$ cat src/rtl/core/machine_csr_file_assert.svh
// ----------------------------------------------------------------------------
// Assertion macros for the machine CSR file
// Concurrent checks, clocked and disabled while reset is asserted.
// ----------------------------------------------------------------------------
`ifndef MACHINE_CSR_FILE_ASSERT_SVH
`define MACHINE_CSR_FILE_ASSERT_SVH

`ifndef NO_ASSERTIONS

// Property must hold at every clock edge outside reset
`define MCSR_ASSERT(lbl, clk, rst_n, prop) \
  lbl: assert property (@(posedge clk) disable iff (!rst_n) (prop)) \
    else $error("machine_csr_file: check failed");

// Consequent must hold in the cycle after the antecedent
`define MCSR_ASSERT_NEXT(lbl, clk, rst_n, ante, cons) \
  lbl: assert property (@(posedge clk) disable iff (!rst_n) (ante) |=> (cons)) \
    else $error("machine_csr_file: check failed");

`else

`define MCSR_ASSERT(lbl, clk, rst_n, prop)
`define MCSR_ASSERT_NEXT(lbl, clk, rst_n, ante, cons)

`endif

`endif

$ cat src/rtl/core/mcsr_pkg.sv
// ----------------------------------------------------------------------------
// Machine CSR file package
// Addresses, legalization masks, register indexes and transaction types.
// ----------------------------------------------------------------------------
package mcsr_pkg;

  localparam int unsigned XLen      = 32;
  localparam int unsigned AddrW     = 12;
  localparam int unsigned CfgIdxW   = 3;
  localparam int unsigned StatusW   = 13;
  localparam int unsigned EnableW   = 12;
  localparam int unsigned InTdataW  = 144;
  localparam int unsigned OutTdataW = 40;

  // CSR addresses
  localparam logic [AddrW-1:0] CsrMvendorid  = 12'hF11;
  localparam logic [AddrW-1:0] CsrMarchid    = 12'hF12;
  localparam logic [AddrW-1:0] CsrMimpid     = 12'hF13;
  localparam logic [AddrW-1:0] CsrMhartid    = 12'hF14;
  localparam logic [AddrW-1:0] CsrMconfigptr = 12'hF15;
  localparam logic [AddrW-1:0] CsrMstatus    = 12'h300;
  localparam logic [AddrW-1:0] CsrMisa       = 12'h301;
  localparam logic [AddrW-1:0] CsrMie        = 12'h304;
  localparam logic [AddrW-1:0] CsrMtvec      = 12'h305;
  localparam logic [AddrW-1:0] CsrMstatush   = 12'h310;
  localparam logic [AddrW-1:0] CsrMscratch   = 12'h340;
  localparam logic [AddrW-1:0] CsrMepc       = 12'h341;
  localparam logic [AddrW-1:0] CsrMcause     = 12'h342;
  localparam logic [AddrW-1:0] CsrMtval      = 12'h343;
  localparam logic [AddrW-1:0] CsrMip        = 12'h344;

  // Legalization masks
  localparam logic [XLen-1:0] StatusKeep  = 32'h0000_1888;
  localparam logic [XLen-1:0] StatusMpp   = 32'h0000_1800;
  localparam logic [XLen-1:0] EnableKeep  = 32'h0000_0888;
  localparam logic [XLen-1:0] VectorClear = 32'h0000_0002;
  localparam logic [XLen-1:0] EpcClear    = 32'h0000_0003;
  localparam logic [XLen-1:0] IsaReset    = 32'h4000_0100;

  // Configuration register indexes
  localparam logic [CfgIdxW-1:0] CfgVendorId   = 3'd0;
  localparam logic [CfgIdxW-1:0] CfgArchId     = 3'd1;
  localparam logic [CfgIdxW-1:0] CfgImplId     = 3'd2;
  localparam logic [CfgIdxW-1:0] CfgHartId     = 3'd3;
  localparam logic [CfgIdxW-1:0] CfgConfigPtr  = 3'd4;
  localparam logic [CfgIdxW-1:0] CfgIsaWord    = 3'd5;
  localparam logic [CfgIdxW-1:0] CfgStatusHigh = 3'd6;

  // One access; last member sits in the lowest bits
  typedef struct packed {
    logic [XLen-1:0]  pending_interrupts;
    logic             machine_mode;
    logic [XLen-1:0]  wr_data;
    logic [XLen-1:0]  wr_mask;
    logic [XLen-1:0]  rd_mask;
    logic [AddrW-1:0] csr_address;
  } csr_access_t;

  typedef struct packed {
    logic            ok;
    logic [XLen-1:0] rd_data;
  } csr_result_t;

  localparam int unsigned AccessW = $bits(csr_access_t);
  localparam int unsigned ResultW = $bits(csr_result_t);

  // Replace the bits under the write mask
  function automatic logic [XLen-1:0] merge_bits(logic [XLen-1:0] old_val,
                                                 logic [XLen-1:0] wmask,
                                                 logic [XLen-1:0] wdata);
    return (old_val & ~wmask) | (wdata & wmask);
  endfunction

endpackage

$ cat src/rtl/core/mcsr_regs.sv
// ----------------------------------------------------------------------------
// Machine CSR register bank
// Holds the CSR state and identity values, decodes one access per cycle.
// ----------------------------------------------------------------------------
module mcsr_regs (
  input  logic                          clk_i,
  input  logic                          rst_ni,
  input  logic                          cfg_we_i,
  input  logic [mcsr_pkg::CfgIdxW-1:0]  cfg_idx_i,
  input  logic [mcsr_pkg::XLen-1:0]     cfg_wdata_i,
  input  logic                          req_valid_i,
  input  mcsr_pkg::csr_access_t         req_i,
  output mcsr_pkg::csr_result_t         rsp_o
);
  import mcsr_pkg::*;

  logic [XLen-1:0]    vendor_id_q, arch_id_q, impl_id_q, hart_id_q;
  logic [XLen-1:0]    config_ptr_q, isa_word_q, status_high_q;
  logic [StatusW-1:0] status_q, status_d;
  logic [EnableW-1:0] enable_q, enable_d;
  logic [XLen-1:0]    tvec_q, tvec_d, scratch_q, scratch_d;
  logic [XLen-1:0]    epc_q, epc_d, cause_q, cause_d, tval_q, tval_d;

  logic [XLen-1:0] old_val;
  logic [XLen-1:0] wr_val;
  logic [XLen-1:0] status_legal;
  logic            hit;
  logic            ident;
  logic            ok;
  logic            wr_en;

  // Decode address and select old value
  always_comb begin
    old_val = '0;
    hit     = 1'b1;
    ident   = 1'b0;
    unique case (req_i.csr_address)
      CsrMvendorid:  begin old_val = vendor_id_q;  ident = 1'b1; end
      CsrMarchid:    begin old_val = arch_id_q;    ident = 1'b1; end
      CsrMimpid:     begin old_val = impl_id_q;    ident = 1'b1; end
      CsrMhartid:    begin old_val = hart_id_q;    ident = 1'b1; end
      CsrMconfigptr: begin old_val = config_ptr_q; ident = 1'b1; end
      CsrMisa:       begin old_val = isa_word_q;   ident = 1'b1; end
      CsrMstatus:    old_val = {{(XLen-StatusW){1'b0}}, status_q};
      CsrMie:        old_val = {{(XLen-EnableW){1'b0}}, enable_q};
      CsrMtvec:      old_val = tvec_q;
      CsrMstatush:   old_val = status_high_q;
      CsrMscratch:   old_val = scratch_q;
      CsrMepc:       old_val = epc_q;
      CsrMcause:     old_val = cause_q;
      CsrMtval:      old_val = tval_q;
      CsrMip:        old_val = req_i.pending_interrupts;
      default:       hit = 1'b0;
    endcase
  end

  // Identity registers refuse any write bit
  assign ok = req_i.machine_mode & hit & ~(ident & (|req_i.wr_mask));
  assign rsp_o.ok      = ok;
  assign rsp_o.rd_data = ok ? (old_val & req_i.rd_mask) : '0;

  assign wr_val = merge_bits(old_val, req_i.wr_mask, req_i.wr_data);
  assign wr_en  = req_valid_i & req_i.machine_mode;

  // Keep MPP, MPIE, MIE; a nonzero MPP becomes machine mode
  always_comb begin
    status_legal = wr_val & StatusKeep;
    if (|(status_legal & StatusMpp)) begin
      status_legal = status_legal | StatusMpp;
    end
  end

  // Next state of the writable registers
  always_comb begin
    status_d  = status_q;
    enable_d  = enable_q;
    tvec_d    = tvec_q;
    scratch_d = scratch_q;
    epc_d     = epc_q;
    cause_d   = cause_q;
    tval_d    = tval_q;
    if (wr_en) begin
      unique case (req_i.csr_address)
        CsrMstatus:  status_d  = status_legal[StatusW-1:0];
        CsrMie:      enable_d  = wr_val[EnableW-1:0] & EnableKeep[EnableW-1:0];
        CsrMtvec:    tvec_d    = wr_val & ~VectorClear;
        CsrMscratch: scratch_d = wr_val;
        CsrMepc:     epc_d     = wr_val & ~EpcClear;
        CsrMcause:   cause_d   = wr_val;
        CsrMtval:    tval_d    = wr_val;
        default:     ;
      endcase
    end
  end

  // Hold CSR state
  always_ff @(posedge clk_i or negedge rst_ni) begin
    if (!rst_ni) begin
      status_q  <= '0;
      enable_q  <= '0;
      tvec_q    <= '0;
      scratch_q <= '0;
      epc_q     <= '0;
      cause_q   <= '0;
      tval_q    <= '0;
    end else begin
      status_q  <= status_d;
      enable_q  <= enable_d;
      tvec_q    <= tvec_d;
      scratch_q <= scratch_d;
      epc_q     <= epc_d;
      cause_q   <= cause_d;
      tval_q    <= tval_d;
    end
  end

  // Take configuration writes; indexes beyond the list are dropped
  always_ff @(posedge clk_i or negedge rst_ni) begin
    if (!rst_ni) begin
      vendor_id_q   <= '0;
      arch_id_q     <= '0;
      impl_id_q     <= '0;
      hart_id_q     <= '0;
      config_ptr_q  <= '0;
      isa_word_q    <= IsaReset;
      status_high_q <= '0;
    end else if (cfg_we_i) begin
      unique case (cfg_idx_i)
        CfgVendorId:   vendor_id_q   <= cfg_wdata_i;
        CfgArchId:     arch_id_q     <= cfg_wdata_i;
        CfgImplId:     impl_id_q     <= cfg_wdata_i;
        CfgHartId:     hart_id_q     <= cfg_wdata_i;
        CfgConfigPtr:  config_ptr_q  <= cfg_wdata_i;
        CfgIsaWord:    isa_word_q    <= cfg_wdata_i;
        CfgStatusHigh: status_high_q <= cfg_wdata_i;
        default:       ;
      endcase
    end
  end

endmodule

$ cat src/rtl/core/machine_csr_file.sv
// ----------------------------------------------------------------------------
// machine_csr_file: RV32 machine-mode CSR file
// Path: input register, then one register bank read-modify-write stage,
// then result register. Throughput: one access per cycle unless output stalls.
// Reset: asynchronous, active low; CSRs clear, ISA word returns to RV32I.
// ----------------------------------------------------------------------------
`include "machine_csr_file_assert.svh"

module machine_csr_file (
  input  logic                            clk_i,
  input  logic                            rst_ni,
  // Fields from bit 0: csr_address, rd_mask, wr_mask, wr_data,
  // machine_mode, pending_interrupts, zero fill
  input  logic [mcsr_pkg::InTdataW-1:0]   s_axis_tdata,
  input  logic                            s_axis_tvalid,
  output logic                            s_axis_tready,
  // Fields from bit 0: rd_data, ok, zero fill
  output logic [mcsr_pkg::OutTdataW-1:0]  m_axis_tdata,
  output logic                            m_axis_tvalid,
  input  logic                            m_axis_tready,
  input  logic                            cfg_we_i,
  input  logic [mcsr_pkg::CfgIdxW-1:0]    cfg_idx_i,
  input  logic [mcsr_pkg::XLen-1:0]       cfg_wdata_i
);
  import mcsr_pkg::*;

  localparam int unsigned OutPadW = OutTdataW - ResultW;

  csr_access_t acc_q;
  csr_result_t res_q;
  csr_result_t rsp;
  logic        in_valid_q;
  logic        out_valid_q;
  logic        out_free;
  logic        advance;
  logic        in_fire;

  assign out_free      = ~out_valid_q | m_axis_tready;
  assign advance       = in_valid_q & out_free;
  assign s_axis_tready = ~in_valid_q | out_free;
  assign in_fire       = s_axis_tvalid & s_axis_tready;

  // Input register: capture a transaction when the stage is free
  always_ff @(posedge clk_i or negedge rst_ni) begin
    if (!rst_ni) begin
      in_valid_q <= 1'b0;
    end else if (in_fire) begin
      in_valid_q <= 1'b1;
    end else if (advance) begin
      in_valid_q <= 1'b0;
    end
  end

  always_ff @(posedge clk_i) begin
    if (in_fire) begin
      acc_q <= csr_access_t'(s_axis_tdata[AccessW-1:0]);
    end
  end

  // Register bank: decode and update as the access advances
  mcsr_regs u_regs (
    .clk_i       (clk_i),
    .rst_ni      (rst_ni),
    .cfg_we_i    (cfg_we_i),
    .cfg_idx_i   (cfg_idx_i),
    .cfg_wdata_i (cfg_wdata_i),
    .req_valid_i (advance),
    .req_i       (acc_q),
    .rsp_o       (rsp)
  );

  // Result register: hold until the output transaction completes
  always_ff @(posedge clk_i or negedge rst_ni) begin
    if (!rst_ni) begin
      out_valid_q <= 1'b0;
    end else if (advance) begin
      out_valid_q <= 1'b1;
    end else if (m_axis_tready) begin
      out_valid_q <= 1'b0;
    end
  end

  always_ff @(posedge clk_i) begin
    if (advance) begin
      res_q <= rsp;
    end
  end

  assign m_axis_tvalid = out_valid_q;
  assign m_axis_tdata  = {{OutPadW{1'b0}}, res_q};

  // Checks
  `MCSR_ASSERT(a_fail_reads_zero, clk_i, rst_ni, !out_valid_q || res_q.ok || res_q.rd_data == '0)
  `MCSR_ASSERT_NEXT(a_accept_loads_stage, clk_i, rst_ni, in_fire, in_valid_q)
  `MCSR_ASSERT_NEXT(a_advance_gives_result, clk_i, rst_ni, advance, out_valid_q)

endmodule

$ cat config.mk
export PLATFORM = sky130hd
export DESIGN_NAME = machine_csr_file
export DESIGN_NICKNAME = d
export VERILOG_FILES = /design/src/rtl/core/mcsr_pkg.sv /design/src/rtl/core/mcsr_regs.sv /design/src/rtl/core/machine_csr_file.sv
export VERILOG_INCLUDE_DIRS = /design/src /design/src/rtl/core
export SDC_FILE = /design/constraint.sdc
export NUM_CORES = 1
export LEC_CHECK = 0
export BUFFER_PORTS_ARGS = -buffer_cell sky130_fd_sc_hd__buf_4
export CELL_PAD_IN_SITES_DETAIL_PLACEMENT = 0
export CELL_PAD_IN_SITES_GLOBAL_PLACEMENT = 1
export CORE_MARGIN = 2
export CORE_UTILIZATION = 46
export DETAILED_ROUTE_END_ITERATION = 10
export PLACE_DENSITY_LB_ADDON = 0.1
export SYNTH_ARGS = -nofsm -noshare
export SYNTH_HDL_FRONTEND = slang
export SYNTH_SLANG_ARGS = --single-unit
$ cat constraint.sdc
create_clock -name clk_i -period 5.9 [get_ports clk_i]
set_input_delay 0.295 -clock clk_i [delete_from_list [all_inputs] [get_ports clk_i]]
set_output_delay 0.295 -clock clk_i [all_outputs]
set_load 0.1 [all_outputs]
Word level (Yosys, flattened, before mapping). Index checks and enable logic that the tools add are counted.

$add $sub $neg: 0. Multipliers: 0. Div/mod/pow operators: 0. Order comparisons: 0. Eq/ne operators: 21. Shift operators: 0. Mux-type cells: 8. Bitwise operators: 16. Reduce and logical (&&, ||, !) cells: 21.

Operator list (number): one-hot mux 32 bit (15 select lines) (1); == test 12 x 10 -> 1 bit, second input constant (10); AND 32 bit (3); == test 12 bit, second input constant (5); inverter 32 bit (1); OR 32 bit (1); OR reduction 32 bit (1); AND reduction 2 bit (14); OR reduction 15 bit (1); 2-to-1 mux 13 bit (1); == test 3 bit, second input constant (3); AND 1 bit (6); == test 3 x 2 -> 1 bit, second input constant (2); 2-to-1 mux 1 bit (6); OR reduction 6 bit (1); nonzero test 2 bit (2); == test 3 x 1 -> 1 bit, second input constant (1); zero test 3 bit (1); inverter 1 bit (3); OR 1 bit (2); OR reduction 2 bit (1).

Bits in registers: 573. Latch bits: 0. Bits in writable memories: 0. ROM bits: 0. Input port bits: 184. Output and inout bits: 42. Word-level logic and storage cells: 90. Memories: 0.

Longest topological paths before layout. Gate-level depths: netlist of run 1.

Depth in word-level cells: 6. Gate-level depth with buffers: 11. Mapped depth without buffers: 6.

By module. From an unflattened synthesis of run 1, not the netlist that was laid out.

Cell total of the unflattened synthesis: 1837. Area total of the unflattened synthesis: 24340.8 µm².

Modules (own cells, without submodules): mcsr_regs (times used 1, cells each 1647, area each 18955.7 µm², sequential area each 9686.8 µm²); machine_csr_file (times used 1, cells each 190, area each 5385.2 µm², sequential area each 5275.1 µm²).

Worst setup path after synthesis of run 1. No wires, ideal clock.

Kind: reg2reg. Start point: reg out_valid_q (netlist: m_axis_tvalid). End point: reg acc_q[0] (netlist name) (enable). Library setup time: 516 ps. Arrival: 5086 ps. Data required time: 5384 ps. Setup slack: 298 ps. Cell stages (with the launch flop): 3. Path buffers: 0. Period minus slack after synthesis: 5602 ps. Cell sequence: dfrtp_1 -> nand3b_1 -> and2_1.

Cells in the longest elaborated chain, start to end: 4.

RTL lines: start: declaration (line machine_csr_file.sv:33) `logic out_valid_q;`; start signal: assignment (line machine_csr_file.sv:75) `out_valid_q <= 1'b0;`; start signal: assignment (line machine_csr_file.sv:77) `out_valid_q <= 1'b1;`; start signal: assignment (line machine_csr_file.sv:79) `out_valid_q <= 1'b0;`; inverter 1 bit (line machine_csr_file.sv:38) `assign out_free = ~out_valid_q | m_axis_tready;`; OR 1 bit (line machine_csr_file.sv:38); OR 1 bit (line machine_csr_file.sv:40) `assign s_axis_tready = ~in_valid_q | out_free;`; named net s_axis_tready (line machine_csr_file.sv:16) `output logic s_axis_tready,`; AND 1 bit (line machine_csr_file.sv:41) `assign in_fire = s_axis_tvalid & s_axis_tready;`; named net in_fire (line machine_csr_file.sv:36) `logic in_fire;`; end signal: assignment (line machine_csr_file.sv:56) `acc_q <= csr_access_t'(s_axis_tdata[AccessW-1:0]);`; end: declaration (line machine_csr_file.sv:29) `csr_access_t acc_q;`.

The timed path passes the listed nets, and every way through them passes these cells. A chain may end at the register's enable or synchronous reset.

Worst setup path after layout of run 1.
Start point: reg acc_q[3] (netlist name). End point: reg u_regs.tval_q[3].

Cells in the longest elaborated chain, start to end: 4. Elaborated cells between the ends (all ways): 19. Those cells by class: 15 x eq/ne; 1 x mux; 2 x bitwise; 1 x reduce/logical.

RTL lines: == test 12 x 10 -> 1 bit, or another cell as far along (line mcsr_regs.sv:37) `unique case (req_i.csr_address)`; one-hot mux 32 bit (15 select lines) (line mcsr_regs.sv:37); AND 32 bit (line mcsr_pkg.sv:71) `return (old_val & ~wmask) | (wdata & wmask);`; OR 32 bit (line mcsr_pkg.sv:71); end signal: assignment (line mcsr_regs.sv:113) `tval_q <= tval_d;`; end: declaration (line mcsr_regs.sv:22) `logic [XLen-1:0] epc_q, epc_d, cause_q, cause_d, tval_q, tval_d;`.

Several ways; a longest one is shown, not always the timed one.

==> reports/summary.txt, run 1 <==
Run status: completed
Async SR Flop Fraction: 0.6909
Pwr dens: 319.4 nW/um^2
CTS clk-pin slew, worst paths: 0.07 ns
DIE AREA: 54280 sq um
R2r setup slk: 1.69 ns
Initial Util: 0.4673
Cell area after synthesis: 24120 sq um
RePlAce Congestion: 0.8844
Top-count cell post-synth: dfrtp_1
Main synth FF type: dfrtp_1
Core area: 51610 sq um
RSZ-0062 raised after global routing: no
CTS Buffer Depth: 3
Routed vias/inst: 6.104
CP most frequent cell: buf_4
Total track usage: 0.3049
Slew @ Worst Pin: 1.210 ns
Largest area contributor in the netlist: dfrtp_1
Synth unique cells: 78
Ports: 226
Fin Setup TNS: 0 ns
Fill cells: 4169
Vias in the first global route: 17880
Min-delay worst type: input pin to flip-flop
Leak pwr: 12.69 nW
Slowest stage delay, CP: 0.83 ns
CTS tree: done
WL/cell: 27.52 microns
Slew Limit Fails: 0
Clock sink count: 563
Fin Hold WS: 0.01372 ns
Cell Area, Placed: 26690 sq um
Starting DRT DRC Count: 1853
Cells along the critical path: buf_4, or4b_1, nor4_4, nor4_2, buf_4, and2_2, buf_4, or3_1, a31oi_1
Max-cap violation count: 0
R2r startpoint: acc_q[3]$_DFFE_PP_
Worst R2R End: u_regs.tval_q[3]$_DFFE_PN0P_
Layout cells sized above 1: 0.2869
Hold Violations, Final: 0
EDFF count, synth: 174
Cell area after layout: 30480 sq um
Crit path max-delay family: simple AND/OR/NAND/NOR gates
PortBufs: 215
Clock Skew: 0.03485 ns
Crit path max fanout: 28
Hold depth: 2
ANT nets after route: 0
# H-tree levels: 2
Area share of the largest cell type after synthesis: 0.4015
Overflow after GRT: 0
Final Non-Filler Cells: 2985
Period utilization: 0.7139
Critical-path top delay cell: nor4_4
Clock buffer count from CTS: 58
Syn avg cell area: 12.89 sq um
First-pass GRT wire length: 119.9 mm
Root Buffer: clkbuf_16
Post-Synthesis Cells: 1871
Hold Path End: u_regs.isa_word_q[26]$_DFFE_PN0P_
Final Setup Violations: 0
Clk_lat worst skew: 0.64 ns
Dpl cells: 2699
WP data arrival: 4.77 ns
Seq/Total Area, Yosys: 0.6204
Post-CTS Hold Buffers: 176
Post-CTS Repair Setup Buffers: 0
Worst setup startpoint: acc_q[3]$_DFFE_PP_
Critical Path Start Type: flip-flop
Post-DP HPWL: 54.20 mm
Maximum VDD drop: 0.0002557 V
Beginning of the worst hold path: cfg_wdata_i[26]
Post_cts resized: 0
First-pass DRT Iterations: 6
Die width: 233.0 microns
Synth warn: 0
Antenna violations before repair: 4
Post-synth top cells: 387 x dfrtp_1, 252 x mux2_2, 181 x nor2_1
Site row count: 83
Core Util, Final: 0.5906
CP bufs+invs: 3
Final nets: 2440
Area contributors post-synth: dfrtp_1 40%, edfxtp_1 22%, mux2_2 12%
Final WL: 82.15 mm
Via count: 18220
Worst setup path category: flip-flop to flip-flop
Normalized max-slew margin: 0.1911
Max Freq: 237.4 MHz
Reg2Reg Depth: 9
Chip height: 233.0 microns
Largest net degree at the start of global routing: 150
Area grow syn2layout: 26.40%
Worst path required time: 6.46 ns
CP Capture Type: flip-flop
Yosys reg bits: 563
Min Tclk post-route: 4.212 ns
DRC: 0
==> worst register-to-register path, delay by kind of cell (launching register included) <==
kind	cells	cell delay (ns)
buffers and inverters	3	0.83
DFF	1	0.65
and+or+nand+nor	5	2.45
AOI/OAI and AO/OA	1	0.21
==> stage by stage <==
stage	total power [mW]	setup slack, ns
after floorplan	5.354	0.2980
after global placement	5.740	1.801
after detailed placement	5.792	1.762
after CTS	9.775	1.722
after global routing	10.07	1.621
final	9.737	1.688
==> cells in the final DEF (no fill, tap or decap), types with 8 or more instances in the layout <==
cell type / Yosys / layout
a21oi_1: 120 / 120
a221oi_1: 10 / 10
a222oi_1: 16 / 16
a22o_1: 20 / 20
a22oi_1: 48 / 48
a31oi_1: 86 / 86
and3_1: 24 / 24
and4_1: 11 / 11
buf_4: 7 / 273
bufinv_16: 0 / 9
clkbuf_1: 82 / 11
clkbuf_16: 0 / 59
clkbuf_8: 0 / 8
clkinv_2: 0 / 10
dfrtp_1: 387 / 387
dlygate4sd3_1: 0 / 176
edfxtp_1: 174 / 174
inv_1: 9 / 9
mux2_2: 252 / 252
mux2i_1: 41 / 41
nand2_1: 70 / 70
nand3_1: 10 / 10
nand3b_1: 13 / 13
nand4_1: 20 / 20
nor2_1: 181 / 178
nor3_1: 23 / 18
nor4_1: 19 / 17
nor4b_1: 14 / 13
o21ai_0: 16 / 16
o22ai_1: 8 / 8
o2bb2ai_1: 12 / 12
o31a_1: 8 / 8
or3_1: 8 / 8
==> final cells by class <==
type,instances,area [sq um],area share
Multi-Input combinational cell,1171,8738,0.2867
Clock inverter,30,397.9,0.01305
Timing Repair Buffer,453,3871,0.1270
Tap cell,680,850.8,0.02791
Clock buffer,78,1628,0.05340
Antenna cell,1,2.502,0.00008209
Inverter,9,33.78,0.001108
Sequential cell,563,14960,0.4908
==> cell families after synthesis <==
| family | after synthesis | share of synthesized area |
|---|---|---|
| AO/OA/AOI/OAI | 419 | 0.1199 |
| buffers and inverters | 143 | 0.02532 |
| multiplexers | 293 | 0.1347 |
| other | 1 | 0.0001555 |
| AND/OR/NAND/NOR | 452 | 0.09955 |
| flip-flops | 563 | 0.6204 |
==> how the worst max path moves through the flow <==
stage | end | cells after the start | slack [ns]
2_1_floorplan | acc_q[0]$_DFFE_PP_ | 2 | 0.30
3_3_place_gp | u_regs.tval_q[3]$_DFFE_PN0P_ | 9 | 1.80
3_5_place_dp | u_regs.tval_q[3]$_DFFE_PN0P_ | 9 | 1.76
4_1_cts | u_regs.tval_q[3]$_DFFE_PN0P_ | 9 | 1.72
5_1_grt | u_regs.epc_q[11]$_DFFE_PN0P_ | 9 | 1.62
6_report | u_regs.tval_q[3]$_DFFE_PN0P_ | 9 | 1.69
==> sequential cells by signal, summed over array words and instances, names as in the netlist <==
signal and flops:
u_regs.config_ptr_q 32, u_regs.hart_id_q 32, u_regs.enable_q 3, u_regs.arch_id_q 32, u_regs.vendor_id_q 32, acc_q 141, u_regs.impl_id_q 32, u_regs.scratch_q 32
m_axis_tdata 33, u_regs.tvec_q 31, u_regs.status_q 3, m_axis_tvalid 1, u_regs.isa_word_q 32, u_regs.tval_q 32, u_regs.status_high_q 32, u_regs.cause_q 32
in_valid_q 1, u_regs.epc_q 30
==> layer usage <==
metal / wire length (microns) / global-route usage
met3: 7270 / 0.06348
met1: 36960 / 0.4552
met4: 1961 / 0.08101
met2: 35940 / 0.4515
met5: 13 / 0
==> report_power, final <==
part           internal (mW)  total (mW)  switching [mW]
Combinational          0.543        1.11           0.570
Clock                   2.33        3.91            1.58
Sequential              4.47        4.71           0.244
Total                   7.34        9.74            2.40
(Power assumes the default switching activity.)
==> run 2, diff against run 1 <==
==> constraint.sdc (replaced) <==
create_clock -name clk_i -period 3.9 [get_ports clk_i]
set_input_delay 0.195 -clock clk_i [delete_from_list [all_inputs] [get_ports clk_i]]
set_output_delay 0.195 -clock clk_i [all_outputs]
set_load 0.1 [all_outputs]
==> reports/summary.txt, run 2 (synthesis results as in run 1) <==
Largest net degree at the start of global routing: 110
Root Buffer: clkbuf_16
Final WL: 82.77 mm
Starting DRT DRC Count: 2093
Post-DP HPWL: 55.56 mm
Most common cell after layout, fill and taps aside: dfrtp_1
Hold Violations, Final: 0
Total track usage: 0.3078
CP endpoint: u_regs.tvec_q[31]$_DFFE_PN0P_
RSZ-0062 raised after global routing: no
FF/Latch Area: 14960 sq um
Crit path max fanout: 10
Min-delay worst type: input pin to async pin
Layout cells sized above 1: 0.3051
RePlAce Congestion: 0.8639
Pwr dens: 474.2 nW/um^2
Clock buffer count from CTS: 58
Post-CTS Repair Setup Buffers: 0
ANT nets after route: 0
Ports: 226
WP data arrival: 4.07 ns
CTS tree: done
Leak pwr: 12.97 nW
# H-tree levels: 2
CTS clk-pin slew, worst paths: 0.06 ns
Most flops, register: acc_q
Min Tclk post-route: 3.575 ns
Vias in the first global route: 18100
Area of the multi-input gates: 8717 sq um
Tot Pwr: 14.67 mW
R2r setup slk: 0.32 ns
Final nets: 2498
Commonest non-fill, non-tap cells in the layout: 387 x dfrtp_1, 324 x buf_4, 252 x mux2_2, 179 x nor2_1, 177 x dlygate4sd3_1
Final Non-Filler Cells: 3044
Critical Path Start Type: flip-flop
Routed vias/inst: 6.028
Slew @ Worst Pin: 1.167 ns
R2r startpoint: acc_q[0]$_DFFE_PP_
Normalized max-slew margin: 0.2021
Period utilization: 0.9167
Fin Hold WS: 0.2309 ns
PortBufs: 215
Run status: completed
Area grow syn2layout: 28.30%
Fill cells: 4094
Core area: 51610 sq um
Dpl cells: 2757
Via count: 18350
Fin Setup TNS: 0 ns
Worst setup path category: flip-flop to flip-flop
Worst R2R End: u_regs.tvec_q[31]$_DFFE_PN0P_
Max-cap violation count: 0
Clock sink count: 563
Overflow after GRT: 0
Pre-CTS WS: 0.4452 ns
DRC: 0
Final Setup Violations: 0
WL/cell: 27.19 microns
First-pass GRT wire length: 121.1 mm
Max reg flops: 141
Die width: 233.0 microns
Clk_lat worst skew: 0.63 ns
Antenna violations before repair: 1
Chip height: 233.0 microns
Slew Limit Fails: 0
Max Freq: 279.7 MHz
CP Capture Type: flip-flop
Clock Skew: 0.01582 ns
CTS Buffer Depth: 3
Worst path required time: 4.40 ns
First-pass DRT Iterations: 6
DIE AREA: 54280 sq um
Setup ws final: 0.3249 ns
Site row count: 83
Reg2Reg Depth: 8
Worst setup startpoint: acc_q[0]$_DFFE_PP_
Initial Util: 0.4673
Maximum VDD drop: 0.0003316 V
run 2: stage by stage:
stage,instance area [sq um],util
global placement,27170,0.5264
detailed placement,27180,0.5266
global route,30940,0.5995
CTS,30940,0.5995
floorplan,24140,-
finish,30940,0.5995
run 2: how the worst min path moves through the flow:
stage,slack [ns],end
floorplan,-0.10,in_valid_q$_DFFE_PN0P_
global placement,0.35,u_regs.hart_id_q[8]$_DFFE_PN0P_
detailed placement,0.35,u_regs.vendor_id_q[8]$_DFFE_PN0P_
CTS,0.25,acc_q[85]$_DFFE_PP_
global route,0.27,acc_q[95]$_DFFE_PP_
finish,0.23,u_regs.vendor_id_q[8]$_DFFE_PN0P_
run 2: timing repair:
item,CTS,global route
endpoints found under the hold margin,467,0
hold buffers,177,0
resized for setup,0,0
run 2: final cells by class:
class | instances | share of cell area
inverters | 9 | 0.001092
repair buffers | 511 | 0.1418
diodes | 1 | 0.00008087
flip-flops and latches | 563 | 0.4835
multi-input cells | 1171 | 0.2817
well taps | 680 | 0.02750
clock buffers | 84 | 0.05447
clock inverters | 25 | 0.009785
run 2: critical path: stages, from the launching register on:
cell and delay [ns]:
edfxtp_1 0.72, buf_4 0.32, mux2_2 0.35, a222oi_1 0.45, o2bb2ai_1 0.19, a2111oi_0 0.79
buf_4 0.25, o31a_1 0.26, a21oi_1 0.10
run 2: report_power, final:
| group | internal (mW) | leakage [nW] | total, mW | switching [mW] |
|---|---|---|---|---|
| sequential | 6.76 | 6.67 | 7.14 | 0.378 |
| combinational | 0.849 | 5.32 | 1.72 | 0.867 |
| clock | 3.40 | 0.980 | 5.82 | 2.42 |
run 2: routing by layer:
metal,part of all wire,global-route usage,vias up
met5,0,0,-
met4,0.029,0.09972,0
met3,0.087,0.05748,122
met2,0.44,0.4518,862
met1,0.45,0.4606,9363
li1,-,-,8002
==> run 3, diff against run 2 <==
--- a/config.mk
+++ b/config.mk
@@ -9,6 +9,7 @@
 export BUFFER_PORTS_ARGS = -buffer_cell sky130_fd_sc_hd__buf_4
 export CELL_PAD_IN_SITES_DETAIL_PLACEMENT = 0
 export CELL_PAD_IN_SITES_GLOBAL_PLACEMENT = 1
+export CORE_ASPECT_RATIO = 1.5
 export CORE_MARGIN = 2
 export CORE_UTILIZATION = 46
 export DETAILED_ROUTE_END_ITERATION = 10
==> reports/summary.txt, run 3 (synthesis results as in run 1) <==
Core Util, Final: 0.5948
DRC: 0
# H-tree levels: 2
ANT nets after route: 0
Normalized max-slew margin: 0.1242
CP most frequent cell: buf_4
Final WL: 80.83 mm
Core area: 51690 sq um
DIE AREA: 54320 sq um
Vias in the first global route: 18180
CTS clk-pin slew, worst paths: 0.06 ns
Fin Setup TNS: 0 ns
Slowest stage delay, CP: 0.70 ns
Critical Path Start Type: flip-flop
PortBufs: 215
Post-DP HPWL: 55.15 mm
Slew Limit Fails: 0
Total track usage: 0.2995
Most common cell after layout, fill and taps aside: dfrtp_1
Max Freq: 284.7 MHz
Site row count: 102
Initial Util: 0.4666
Leak pwr: 12.88 nW
Cells along the critical path: buf_4, nor4b_4, buf_4, and3_1, buf_4, a22oi_1, and4_1, o31a_1, a21oi_1
Worst path required time: 4.43 ns
Commonest non-fill, non-tap cells in the layout: 387 x dfrtp_1, 330 x buf_4, 252 x mux2_2, 179 x nor2_1, 177 x dlygate4sd3_1
Slew @ Worst Pin: 1.281 ns
Area grow syn2layout: 27.48%
Clock buffer count from CTS: 55
Root Buffer: clkbuf_16
Final nets: 2499
Cell area after layout: 30750 sq um
First-pass GRT wire length: 119.3 mm
Largest net degree at the start of global routing: 107
Period utilization: 0.9005
Crit path max-delay family: simple AND/OR/NAND/NOR gates
WP data arrival: 4.05 ns
Overflow after GRT: 0
Final Non-Filler Cells: 3035
First-pass DRT Iterations: 7
Crit path max fanout: 19
Clock sink count: 563
CP Capture Type: flip-flop
Final Setup Violations: 0
Most flops, register: acc_q
Antenna violations before repair: 1
Chip height: 284.4 microns
Layout cells sized above 1: 0.3007
CTS tree: done
Max-cap violation count: 0
RSZ-0062 raised after global routing: no
Cell Area, Placed: 27180 sq um
Pwr dens: 461.2 nW/um^2
Routed vias/inst: 5.995
Via count: 18190
Tot Pwr: 14.18 mW
Min-delay worst type: input pin to async pin
Critical-path top delay cell: nor4b_4
Starting DRT DRC Count: 1719
Dpl cells: 2757
Ports: 226
WL/cell: 26.63 microns
Die width: 191.0 microns
Max reg flops: 141
Run status: completed
Clock Skew: 0.01991 ns
Min Tclk post-route: 3.512 ns
Post_cts resized: 0
Hold Violations, Final: 0
Maximum VDD drop: 0.0003297 V
RePlAce Congestion: 0.9000
Clk_lat worst skew: 0.63 ns
CP bufs+invs: 3
CTS Buffer Depth: 3
Worst setup path category: flip-flop to flip-flop
-- run 3: cell types whose count changed in the layout (fill, tap and decap cells not counted), moves of 3 or more --
cell	before	now
clkbuf_1	11	14
clkbuf_4	4	0
clkbuf_16	59	56
buf_4	324	330
clkinv_2	11	7
clkinv_1	2	7
-- run 3: worst register-to-register path, cell delays in order (launching register included) --
cell	delay [ns]
edfxtp_1	0.63
buf_4	0.30
nor4b_4	0.70
buf_4	0.30
and3_1	0.19
buf_4	0.37
a22oi_1	0.13
and4_1	0.28
o31a_1	0.38
a21oi_1	0.16
-- run 3: report_power, final --
group          leakage (nW)  internal, mW  switching, mW
registers              6.67          6.76          0.377
logic                  5.33         0.845          0.853
clock network         0.875          3.05           2.30
-- run 3: layer usage --
metal,vias up,global-route usage,share of wire
li1,7978,-,-
met1,9304,0.4264,0.43
met2,748,0.4774,0.47
met3,164,0.03198,0.056
met4,0,0.1050,0.040
met5,-,0,0
-- run 3: timing repair --
item	in CTS	in global routing
hold endpoints to repair	465	0
hold buffers	177	0
endpoints found under the setup margin	0	0
setup buffers	0	0
-- run 3: path summary, 6_finish.rpt --
kind | start | endpoint | slack (ns) | cells after the start
max | acc_q[3]$_DFFE_PP_ | u_regs.scratch_q[30]$_DFFE_PN0P_ | 0.39 | 9
min | rst_ni | u_regs.arch_id_q[25]$_DFFE_PN0P_ | 0.24 | 2
max reg2reg | acc_q[3]$_DFFE_PP_ | u_regs.scratch_q[30]$_DFFE_PN0P_ | 0.39 | 9
min reg2reg | u_regs.arch_id_q[18]$_DFFE_PN0P_ | u_regs.arch_id_q[18]$_DFFE_PN0P_ | 0.50 | 1
max in group asynchronous | rst_ni | u_regs.epc_q[26]$_DFFE_PN0P_ | 2.59 | 3
min in group clk_i | s_axis_tdata[49] | acc_q[49]$_DFFE_PP_ | 0.29 | 2
-- run 3: final cells by class --
cell class | count | area, sq um
Fill cell | 4227 | 20940
Sequential cell | 563 | 14960
Multi-Input combinational cell | 1171 | 8711
Timing Repair Buffer | 515 | 4404
Clock buffer | 78 | 1564
Tap cell | 676 | 845.8
Clock inverter | 22 | 222.7
Inverter | 9 | 33.78
Antenna cell | 1 | 2.502
-- run 3: metrics by stage --
step / hold slack [ns] / worst slack, ns
after floorplan: -0.1006 / 0.5595
after global placement: 0.3165 / 0.5071
after detailed placement: 0.3338 / 0.4644
after CTS: 0.2697 / 0.4405
after global routing: 0.2856 / 0.1491
final: 0.2392 / 0.3880
